**src/rtl/mvp_pkg.sv**
```systemverilog
`timescale 1ns / 1ps
// ----------------------------------------------------------------------------
// mvp_pkg
// Shared constants, controller states and command/status types for the
// minimum-variance partition block.
// ----------------------------------------------------------------------------
package mvp_pkg;

  localparam int MAX_ITEMS_DEF  = 1024;
  localparam int VALUE_BITS_DEF = 12;
  localparam int SEG_W          = 11;
  localparam int OUT_W          = 55;
  localparam int APB_AW         = 3;
  localparam int APB_DW         = 32;

  typedef enum logic [5:0] {
    S_IDLE,
    S_CHECK,
    S_INIT_RD,
    S_INIT_WR,
    S_ROW,
    S_J_RD,
    S_J_LAT,
    S_POP,
    S_POP_QA,
    S_POP_QB_RD,
    S_POP_QB,
    S_POP_PA_RD,
    S_POP_PA,
    S_POP_PB_RD,
    S_POP_PB,
    S_POP_MUL,
    S_POP_WAIT,
    S_POP_TEST,
    S_BEST_RD,
    S_BEST_Q,
    S_BEST_PRD,
    S_BEST_PL,
    S_BEST_WR,
    S_PUSH,
    S_PUSH_QA,
    S_PUSH_QB_RD,
    S_PUSH_QB,
    S_PUSH_PA_RD,
    S_PUSH_PA,
    S_PUSH_PB_RD,
    S_PUSH_PB,
    S_PUSH_MUL,
    S_PUSH_WAIT,
    S_PUSH_TEST,
    S_ROW_END,
    S_FIN_RD,
    S_FIN_MUL,
    S_EMIT
  } state_t;

  typedef enum logic [4:0] {
    OP_NONE,
    OP_LOAD,
    OP_EMIT_ZERO,
    OP_INIT_BEGIN,
    OP_PT_RD,
    OP_INIT_WR,
    OP_ROW_BEGIN,
    OP_PT_LATCH,
    OP_Q_RD,
    OP_Q_LATCH,
    OP_SET_L1,
    OP_MUL_START,
    OP_MUL_STORE,
    OP_HEAD_INC,
    OP_TAIL_DEC,
    OP_WRITE_COST,
    OP_PUSH,
    OP_ROW_END,
    OP_FIN_PRODUCT,
    OP_EMIT
  } dp_op_t;

  typedef enum logic [1:0] {IDX_J, IDX_A, IDX_B, IDX_N} idx_sel_t;
  typedef enum logic [1:0] {Q_HEAD, Q_HEAD1, Q_TAILM1, Q_TAIL} q_sel_t;
  typedef enum logic [1:0] {PT_A, PT_B, PT_J} pt_sel_t;
  typedef enum logic [1:0] {MUL_POP_R, MUL_PUSH_L, MUL_PUSH_R} mul_sel_t;
  typedef enum logic {RES_L, RES_R} res_sel_t;

  typedef struct packed {
    dp_op_t   op;
    idx_sel_t idx;
    q_sel_t   qsel;
    pt_sel_t  pt;
    mul_sel_t mul;
    res_sel_t res;
  } dp_cmd_t;

  typedef struct packed {
    logic head_lt_tail;
    logic j_eq_n;
    logic i_last;
    logic trivial;
    logic less;
    logic mul_busy;
  } dp_status_t;

endpackage

```
**src/rtl/mvp_ctrl.sv**
```systemverilog
`timescale 1ns / 1ps
// ----------------------------------------------------------------------------
// mvp_ctrl
// Sequencer for loading, the cost rows, the hull queue tests and the final
// result; drives the datapath through one command per cycle.
// ----------------------------------------------------------------------------
module mvp_ctrl
  import mvp_pkg::*;
(
  input  logic       clk,
  input  logic       rst,
  input  logic       start,
  input  logic       last_item,
  input  dp_status_t status,
  output dp_cmd_t    cmd,
  output logic       busy
);

  state_t state, state_next;
  logic   mul_second;
  logic   mul_second_next;

  always_ff @(posedge clk) begin
    if (rst) begin
      state      <= S_IDLE;
      mul_second <= 1'b0;
    end else begin
      state      <= state_next;
      mul_second <= mul_second_next;
    end
  end

  always_comb begin
    state_next      = state;
    mul_second_next = mul_second;
    cmd             = '{op: OP_NONE, idx: IDX_J, qsel: Q_HEAD, pt: PT_A,
                        mul: MUL_POP_R, res: RES_L};
    busy            = (state != S_IDLE);
    case (state)
      S_IDLE: begin
        if (start) begin
          cmd.op = OP_LOAD;
          if (last_item) state_next = S_CHECK;
        end
      end
      S_CHECK: begin
        if (status.trivial) begin
          cmd.op     = OP_EMIT_ZERO;
          state_next = S_IDLE;
        end else begin
          cmd.op     = OP_INIT_BEGIN;
          state_next = S_INIT_RD;
        end
      end
      S_INIT_RD: begin
        cmd.op     = OP_PT_RD;
        cmd.idx    = IDX_J;
        state_next = S_INIT_WR;
      end
      S_INIT_WR: begin
        cmd.op     = OP_INIT_WR;
        state_next = status.j_eq_n ? S_ROW : S_INIT_RD;
      end
      S_ROW: begin
        cmd.op     = OP_ROW_BEGIN;
        state_next = S_J_RD;
      end
      S_J_RD: begin
        cmd.op     = OP_PT_RD;
        cmd.idx    = IDX_J;
        state_next = S_J_LAT;
      end
      S_J_LAT: begin
        cmd.op     = OP_PT_LATCH;
        cmd.pt     = PT_J;
        state_next = S_POP;
      end
      S_POP: begin
        cmd.op     = OP_Q_RD;
        cmd.qsel   = Q_HEAD;
        state_next = status.head_lt_tail ? S_POP_QA : S_BEST_Q;
      end
      S_POP_QA: begin
        cmd.op     = OP_Q_LATCH;
        cmd.pt     = PT_A;
        state_next = S_POP_QB_RD;
      end
      S_POP_QB_RD: begin
        cmd.op     = OP_Q_RD;
        cmd.qsel   = Q_HEAD1;
        state_next = S_POP_QB;
      end
      S_POP_QB: begin
        cmd.op     = OP_Q_LATCH;
        cmd.pt     = PT_B;
        state_next = S_POP_PA_RD;
      end
      S_POP_PA_RD: begin
        cmd.op     = OP_PT_RD;
        cmd.idx    = IDX_A;
        state_next = S_POP_PA;
      end
      S_POP_PA: begin
        cmd.op     = OP_PT_LATCH;
        cmd.pt     = PT_A;
        state_next = S_POP_PB_RD;
      end
      S_POP_PB_RD: begin
        cmd.op     = OP_PT_RD;
        cmd.idx    = IDX_B;
        state_next = S_POP_PB;
      end
      S_POP_PB: begin
        cmd.op     = OP_PT_LATCH;
        cmd.pt     = PT_B;
        state_next = S_POP_MUL;
      end
      S_POP_MUL: begin
        cmd.op     = OP_MUL_START;
        cmd.mul    = MUL_POP_R;
        state_next = S_POP_WAIT;
      end
      S_POP_WAIT: begin
        if (!status.mul_busy) begin
          cmd.op     = OP_MUL_STORE;
          cmd.res    = RES_R;
          state_next = S_POP_TEST;
        end else begin
          cmd.op     = OP_SET_L1;
        end
      end
      S_POP_TEST: begin
        if (status.less) begin
          cmd.op     = OP_HEAD_INC;
          state_next = S_POP;
        end else begin
          state_next = S_BEST_RD;
        end
      end
      S_BEST_RD: begin
        cmd.op     = OP_Q_RD;
        cmd.qsel   = Q_HEAD;
        state_next = S_BEST_Q;
      end
      S_BEST_Q: begin
        cmd.op     = OP_Q_LATCH;
        cmd.pt     = PT_A;
        state_next = S_BEST_PRD;
      end
      S_BEST_PRD: begin
        cmd.op     = OP_PT_RD;
        cmd.idx    = IDX_A;
        state_next = S_BEST_PL;
      end
      S_BEST_PL: begin
        cmd.op     = OP_PT_LATCH;
        cmd.pt     = PT_A;
        state_next = S_BEST_WR;
      end
      S_BEST_WR: begin
        cmd.op     = OP_WRITE_COST;
        state_next = S_PUSH;
      end
      S_PUSH: begin
        if (status.head_lt_tail) begin
          cmd.op     = OP_Q_RD;
          cmd.qsel   = Q_TAILM1;
          state_next = S_PUSH_QA;
        end else begin
          cmd.op     = OP_PUSH;
          state_next = status.j_eq_n ? S_ROW_END : S_J_RD;
        end
      end
      S_PUSH_QA: begin
        cmd.op     = OP_Q_LATCH;
        cmd.pt     = PT_A;
        state_next = S_PUSH_QB_RD;
      end
      S_PUSH_QB_RD: begin
        cmd.op     = OP_Q_RD;
        cmd.qsel   = Q_TAIL;
        state_next = S_PUSH_QB;
      end
      S_PUSH_QB: begin
        cmd.op     = OP_Q_LATCH;
        cmd.pt     = PT_B;
        state_next = S_PUSH_PA_RD;
      end
      S_PUSH_PA_RD: begin
        cmd.op     = OP_PT_RD;
        cmd.idx    = IDX_A;
        state_next = S_PUSH_PA;
      end
      S_PUSH_PA: begin
        cmd.op     = OP_PT_LATCH;
        cmd.pt     = PT_A;
        state_next = S_PUSH_PB_RD;
      end
      S_PUSH_PB_RD: begin
        cmd.op     = OP_PT_RD;
        cmd.idx    = IDX_B;
        state_next = S_PUSH_PB;
      end
      S_PUSH_PB: begin
        cmd.op          = OP_PT_LATCH;
        cmd.pt          = PT_B;
        mul_second_next = 1'b0;
        state_next      = S_PUSH_MUL;
      end
      // left product first, then right product
      S_PUSH_MUL: begin
        cmd.op     = OP_MUL_START;
        cmd.mul    = mul_second ? MUL_PUSH_R : MUL_PUSH_L;
        state_next = S_PUSH_WAIT;
      end
      S_PUSH_WAIT: begin
        if (!status.mul_busy) begin
          cmd.op  = OP_MUL_STORE;
          cmd.res = mul_second ? RES_R : RES_L;
          if (mul_second) begin
            state_next = S_PUSH_TEST;
          end else begin
            mul_second_next = 1'b1;
            state_next      = S_PUSH_MUL;
          end
        end
      end
      S_PUSH_TEST: begin
        if (status.less) begin
          cmd.op     = OP_TAIL_DEC;
          state_next = S_PUSH;
        end else begin
          cmd.op     = OP_PUSH;
          state_next = status.j_eq_n ? S_ROW_END : S_J_RD;
        end
      end
      S_ROW_END: begin
        cmd.op     = OP_ROW_END;
        state_next = status.i_last ? S_FIN_RD : S_ROW;
      end
      S_FIN_RD: begin
        cmd.op     = OP_PT_RD;
        cmd.idx    = IDX_N;
        state_next = S_FIN_MUL;
      end
      S_FIN_MUL: begin
        cmd.op     = OP_FIN_PRODUCT;
        state_next = S_EMIT;
      end
      S_EMIT: begin
        cmd.op     = OP_EMIT;
        state_next = S_IDLE;
      end
      default: begin
        state_next = S_IDLE;
      end
    endcase
  end

endmodule

```
**config.mk**
```make
export PLATFORM = sky130hd
export DESIGN_NAME = mvp_ctrl
export DESIGN_NICKNAME = d
export VERILOG_FILES = /design/src/rtl/mvp_pkg.sv /design/src/rtl/mvp_ctrl.sv
export SDC_FILE = /design/constraint.sdc
export NUM_CORES = 1
export LEC_CHECK = 0
export ABC_CLOCK_PERIOD_IN_PS = 1700
export BUFFER_PORTS_ARGS = -buffer_cell sky130_fd_sc_hd__buf_2
export CAP_MARGIN = 30
export CORE_MARGIN = 2
export CORE_UTILIZATION = 30
export CTS_BUF_LIST = sky130_fd_sc_hd__clkbuf_4 sky130_fd_sc_hd__clkbuf_8
export CTS_CLUSTER_DIAMETER = 30
export DETAILED_ROUTE_END_ITERATION = 10
export GPL_TIMING_DRIVEN = 0
export SKIP_LAST_GASP = 1
export SYNTH_ARGS = -nofsm -noshare
export SYNTH_HDL_FRONTEND = slang
export SYNTH_SLANG_ARGS = --single-unit
```
**constraint.sdc**
```tcl
create_clock -name clk -period 1.7 [get_ports clk]
set_input_delay 0.255 -clock clk [delete_from_list [all_inputs] [get_ports clk]]
set_output_delay 0.255 -clock clk [all_outputs]
set_load 0.01 [all_outputs]
```
# [Yosys cells after proc, flatten, opt, wreduce, memory -nomap -nowiden]
# Index checks and enable logic that the tools add are counted.
[word_totals] mem_bits_ro=0 mem_bits_rw=0 latch_bits=0 in_bits=10 memories=0 regBits=7 elab_cells=90 output_inout_bits=15
[op_classes] n_lt_le_gt_ge=0 n_reduce_logical=13 n_bitwise=0 n_div=0 n_mul=0 eq_ne=41 addsub=0 n_mux=34 shift=0
[op_table] operator="$pmux W6 S37" count=1
[op_table] operator="$eq A6 B5 Y1 const B" count=16
[op_table] operator="$pmux W5 S18" count=1
[op_table] operator="$mux W6" count=9
[op_table] operator="$eq A6 B4 Y1 const B" count=8
[op_table] operator="$eq A6 B6 Y1 const B" count=6
[op_table] operator="$eq A6 B3 Y1 const B" count=4
[op_table] operator="$mux W5" count=4
[op_table] operator="$eq A6 B2 Y1 const B" count=2
[op_table] operator="$pmux W2 S3" count=2
[op_table] operator="$mux W2" count=4
[op_table] operator="$mux W4" count=2
[op_table] operator="$ne A2 B2 Y1 const B" count=4
[op_table] operator="$reduce_or A4 Y1" count=2
[op_table] operator="$reduce_or A8 Y1" count=1
[op_table] operator="$eq A6 B1 Y1 const B" count=1
[op_table] operator="$logic_not A6 Y1" count=1
[op_table] operator="$mux W1" count=6
[op_table] operator="$mux W3" count=2
[op_table] operator="$reduce_bool A6 Y1" count=1
[op_table] operator="$reduce_or A6 Y1" count=1
[op_table] operator="$reduce_or A5 Y1" count=1
[op_table] operator="$pmux W1 S2" count=2
[op_table] operator="$pmux W2 S2" count=1
[op_table] operator="5 further kinds" count=6

# [Longest topological paths before layout]
# Gate-level depths: netlist (run 1).
[logic_depth] ltp_word=3 depth_mapped=7 mapped_depth_nobuf=5

# [Least setup slack after synthesis (run 1)]
# Ideal clock, no wire load.
[synth_path] kind="register to output" startpoint="register state[1]" endpoint="output cmd[9] (netlist bit)" path_slack_ps=-18 required_ps=1445 arrival_ps=1463 path_stages_with_launch=8 n_path_buf=3 path_cell_list="dfxtp_1 buf_4 buf_2 buf_2 nand2_1 o21ai_1 a21oi_1 o32ai_1"
[synth_lines] item="start: declaration" line_no="mvp_ctrl.sv:19" source="state_t state, state_next;"
[synth_lines] item="start signal: assignment" line_no="mvp_ctrl.sv:28" source="state <= state_next;"
[synth_lines] item="end: declaration" line_no="mvp_ctrl.sv:15" source="output dp_cmd_t cmd,"

==> out/metrics.csv, run 1 <==
metric,value,unit
status,"finished, violations left",
violations,negative setup slack,
synth_edf_count,0,
yosysTopAreaCellShare,10.4,%
routed_wl,7.21,mm
track_usage,22.9,%
cts.clk_slew.worst_paths,40,ps
rsz0062_at_grt,true,
min_period,1970,ps
ys_seq_area_share,10.4,%
drv_slew,0,
r2r_end,state[1],
rr_startpoint,state[2],
syn2layout_area_growth,79.2,%
clockBufferDepth,2,
yosysTopAreaCell,dfxtp_1,
syn_nets,215,
finalCritPeriodShare,116,%
vias,2239,
r2r_setup_slack,-190,ps
fin_skew,2.23,ps
initial_core_util,31.0,%
layout_common_cells,"45 x buf_4, 26 x buf_2, 21 x buf_6, 13 x a21oi_1, 12 x nand2_1",
h-tree-depth,1,
hold_violations,0,
worst_pin_slew,350,ps
cp_max_fo,6,
post_drt_via_cell_ratio,6.60,
drtIter0Drc,255,
grt_pass1_vias,1931,
critical_path_arrival,1720,ps
ys.flop_type,dfxtp_1,
min_to,state[5],
worstHoldStart,rst,
grt_pass1_wl,9.45,mm
synth.distinct_cells,55,
syn_avg_cell_area,6.58,sq um
die_y,71.1,um
yosysWarningCount,0,
drive_gt1_share,55.4,%
grt_max_degree,11,
total_power,3.59,mW
async_flop_share,0,%
drc,0,
ioPinCount,25,
pre_cts_ws,-250,ps
cp-end-kind,output port,
fin_ws,-273,ps
worstRegToRegCells,9,
cts_tree,built,
power_density,1490,nW/um^2
cts_root_buffer,clkbuf_8,
clk-insertion-delay-late,230,ps
setup.worst_path.start_class,flop,
overflow,0,
ys_seq_elements,7,
crit_top_cell,buf_6,
syn_area,1350,sq um
port-buffer-count,23,
leakage,0.984,nW
placeableCoreArea,4350,sq um
numCtsBuffers,3,
synthTopCellsByArea,"dfxtp_1 10%, a21oi_1 6.3%, nand3_1 4.5%, nand2_1 4.5%, nand2b_1 4.2%",
die_area,5050,sq um
crit_required,1440,ps
die_w,71.1,um
ant_nets,0,
cpPeakStageDelay,600,ps
netlist_instances,205,
gp_congestion,1.02,
rows,24,
worstHoldPathCells,2,
fin_nets,298,
firstDrtPassIters,5,
max_slew_margin,76.7,%
hpwlAfterDp,3.87,mm
worst-setup-path-type,reg2out,
detail_route.wl_per_cell,21.3,um
setup_viol_count_final,14,
antennaDiodeCount,0,
irDropWorstVdd,731,uV
min_path_type,in2reg,
fmax,507,MHz
cts_num_sinks,7,
final_common_cell,buf_4,
cpMaxStageDelayCell,or4_4,
antenna_found_initial,0,
drv_cap,0,
crit_chain,"buf_6, buf_6, nand2_8, or4_4, nand3_2, buf_6",
repair_timing:
action,in CTS,in global routing
endpoints found under the hold margin,0,0
endpoints found under the setup margin,19,20
cloned,1,1
resized for setup,61,49
pin swaps,10,16
setup buffers,23,31
hold buffers,0,0
final cells by class:
class                      count  area, sq um
sequential                     7          150
fill                         351         1940
buffer                        21          221
clock buffer                   4         48.8
inverter                       6         36.3
tap                           52         65.1
timing repair buffer          78          579
multi-input combinational    171         1320
per-stage QoR:
stage	hold WS (ps)	setup TNS, ps	instance area (sq um)	utilization (%)	cells
after floorplan	320	0	1360	-	205
after global placement	488	-1830	1540	35.3	280
after detailed placement	486	-1360	1540	35.3	280
after CTS	250	-1570	1960	45.0	308
after global routing	284	-3080	2420	55.5	339
final	260	-2150	2420	55.5	339
synthesized netlist by cell type (4+ instances only):
master	number
a21oi_1	17
a31oi_1	7
a32oi_1	4
buf_2	10
buf_4	6
dfxtp_1	7
nand2_1	16
nand2b_1	9
nand3_1	12
nor2_1	15
nor2b_1	8
nor3_1	9
o21a_1	4
o21ai_0	11
o21ai_1	4
power breakdown:
group / leakage [nW] / internal [mW] / switching, mW
Sequential: 0.0600 / 0.222 / 0.0454
Clock: 0.0262 / 0.178 / 0.0729
Combinational: 0.897 / 1.43 / 1.64
state kept, by name, summed over array words and instances (netlist names):
name        cells
mul_second      1
state           6
metal layers:
metal	share of wire [%]	GRT usage, %	wire, um	vias up
li1	-	-	-	948
met1	37	31.1	2700	1042
met2	45	36.7	3280	192
met3	9.9	4.13	711	57
met4	7.2	7.13	522	0
met5	0	0	0	-
worst max-delay path, delay by kind of cell (launching register included):
kind	cells	cell delay, ps
flops	1	340
simple gates	3	760
buf+inv	3	390
worst max-delay path by stage:
stage / startpoint / to / slack (ps) / depth (start not counted)
2_1_floorplan: state[3] / cmd[11] / 20 / 6
3_3_place_gp: state[1] / cmd[9] / -270 / 8
3_5_place_dp: state[1] / cmd[9] / -250 / 8
4_1_cts: state[4] / cmd[10] / -210 / 7
5_1_grt: state[1] / cmd[12] / -330 / 8
6_report: state[0] / cmd[13] / -270 / 6
cells by family after synthesis:
kind of cell / Yosys count / synth area share (%)
buffers and inverters: 27 / 10.7
AO/OA/AOI/OAI: 80 / 41.3
XOR/XNOR: 1 / 0.649
AND/OR/NAND/NOR: 90 / 37.0
flip-flops: 7 / 10.4
No activity file was read; power rests on OpenSTA's default activity.
==> run 2: changes to the inputs <==
--- a/config.mk
+++ b/config.mk
@@ -14,6 +14,7 @@
 export CTS_CLUSTER_DIAMETER = 30
 export DETAILED_ROUTE_END_ITERATION = 10
 export GPL_TIMING_DRIVEN = 0
+export SETUP_SLACK_MARGIN = 0.05
 export SKIP_LAST_GASP = 1
 export SYNTH_ARGS = -nofsm -noshare
 export SYNTH_HDL_FRONTEND = slang
==> out/metrics.csv, run 2 (synthesized netlist as in run 1, its figures left out) <==
metric,value,unit,change
status,"finished, violations left",,unchanged
violations,negative setup slack,,unchanged
rsz0062_at_grt,true,,unchanged
critical_path_arrival,1670,ps,was 1720 ps
cpMaxStageDelayCell,dfxtp_2,,was or4_4
max_slew_margin,72.1,%,was 76.7%
cts_tree,built,,unchanged
rows,24,,unchanged
cts_root_buffer,clkbuf_8,,unchanged
port-buffer-count,23,,unchanged
final_common_cell,buf_4,,unchanged
ant_nets,0,,unchanged
antenna_found_initial,0,,unchanged
irDropWorstVdd,587,uV,was 731 uV
cts_hold_buf,0,,unchanged
fin_nets,281,,was 298
crit_required,1440,ps,about the same
hpwlAfterDp,3.90,mm,was 3.87 mm
die_w,71.1,um,unchanged
fin_cells,322,,was 339
pre_cts_ws,-258,ps,was -250 ps
placeableCoreArea,4350,sq um,unchanged
power_density,1460,nW/um^2,was 1490 nW/um^2
top_regs,"state x6, mul_second x1",,unchanged
cts_num_sinks,7,,unchanged
die_area,5050,sq um,unchanged
firstDrtPassIters,6,,was 5
drv_slew,0,,unchanged
cts.clk_slew.worst_paths,40,ps,about the same
initial_core_util,31.0,%,unchanged
largest_reg_flops,6,,unchanged
drc,0,,unchanged
gp_congestion,0.970,,was 1.02
clk-insertion-delay-late,230,ps,about the same
total_power,3.39,mW,was 3.59 mW
antennaDiodeCount,0,,unchanged
hold_violations,0,,unchanged
fmax,519,MHz,was 507 MHz
worst_pin_slew,415,ps,was 350 ps
numCtsBuffers,3,,unchanged
drv_cap,0,,unchanged
finalCritPeriodShare,113,%,was 116%
setup.worst_path.start_class,flop,,unchanged
syn2layout_area_growth,72.0,%,was 79.2%
drtIter0Drc,402,,was 255
min_period,1930,ps,was 1970 ps
leakage,0.911,nW,was 0.984 nW
routed_wl,6.75,mm,was 7.21 mm
cpPeakStageDelay,320,ps,was 600 ps
track_usage,24.5,%,was 22.9%
worst-path-buf-inv,2,,was 3
fin_skew,2.42,ps,was 2.23 ps
h-tree-depth,1,,unchanged
setup_viol_count_final,16,,was 14
clockBufferDepth,2,,unchanged
detail_route.wl_per_cell,21.0,um,was 21.3 um
ioPinCount,25,,unchanged
worst-setup-path-type,reg2out,,unchanged
cp-end-kind,output port,,unchanged
cpLargestDelayFamily,compound AO/OA/AOI/OAI gates,,was simple AND/OR/NAND/NOR gates
place_inst,280,,unchanged
cp_max_fo,7,,was 6
die_y,71.1,um,unchanged
layout_common_cells,"31 x buf_4, 25 x buf_2, 18 x buf_6, 12 x a21oi_1, 11 x nand2_1",,"was 45 x buf_4, 26 x buf_2, 21 x buf_6, 13 x a21oi_1, 12 x nand2_1"
largest_register,state,,unchanged
grt_pass1_wl,9.87,mm,was 9.45 mm
overflow,0,,unchanged
min_path_type,in2reg,,unchanged
grt_pass1_vias,1985,,was 1931
drive_gt1_share,55.9,%,was 55.4%
post_drt_via_cell_ratio,6.71,,was 6.60
crit_chain,"buf_8, nand2b_1, o21a_4, o31ai_4, buf_2",,"was buf_6, buf_6, nand2_8, or4_4, nand3_2, buf_6"
vias,2162,,was 2239
grt_max_degree,11,,unchanged
fin_ws,-226,ps,was -273 ps
## run 2: repair_timing
| action | CTS | global route |
|---|---|---|
| cloned | 0 | 1 |
| buffers inserted | 29 | 11 |
| resized for setup | 65 | 55 |
| pin swaps | 11 | 20 |
| endpoints found under the setup margin | 21 | 20 |
## run 2: cell type report
cell class,count,area (sq um)
buffer,19,206
clock buffer,4,48.8
fill,370,2030
inverter,6,36.3
multi-input combinational,171,1340
sequential,7,151
tap,52,65.1
timing repair buffer,63,477
## run 2: report_power, final
group	switching (mW)	total (mW)	internal (mW)	leakage [nW]
sequential	0.0616	0.284	0.223	0.0600
clock	0.0721	0.250	0.178	0.0262
combinational	1.55	2.86	1.31	0.825
total	1.68	3.39	1.71	0.911
## run 2: worst register-to-register path: stages, from the launching register on
cell	delay [ps]
dfxtp_1	340
buf_6	150
nand2_1	210
or4_4	530
a21oi_2	170
a31oi_1	80
a41oi_1	280
## run 2: metal layers
| metal | part of all wire (%) | global-route usage [%] | wire, um |
|---|---|---|---|
| met3 | 12 | 4.84 | 812 |
| met5 | 0 | 0 | 0 |
| met4 | 7.8 | 11.3 | 528 |
| met2 | 44 | 38.2 | 2980 |
| met1 | 36 | 32.4 | 2420 |
## run 2: through the flow
step / TNS (ps) / hold slack (ps) / utilization (%) / area, sq um
after floorplan: 0 / 320 / - / 1360
after global placement: -1820 / 489 / 35.4 / 1540
after detailed placement: -1550 / 489 / 35.4 / 1540
after CTS: -1900 / 261 / 46.4 / 2020
after global routing: -3290 / 265 / 53.3 / 2320
final: -2350 / 280 / 53.3 / 2320
## run 2: final timing paths
| kind | startpoint | to | slack (ps) | cells past startpoint |
|---|---|---|---|---|
| worst max-delay path | state[4] | cmd[7] | -230 | 5 |
| worst min-delay path | rst | state[5] | 280 | 2 |
| worst max register to register | state[0] | state[2] | -170 | 6 |
| worst min register to register | mul_second | mul_second | 640 | 2 |
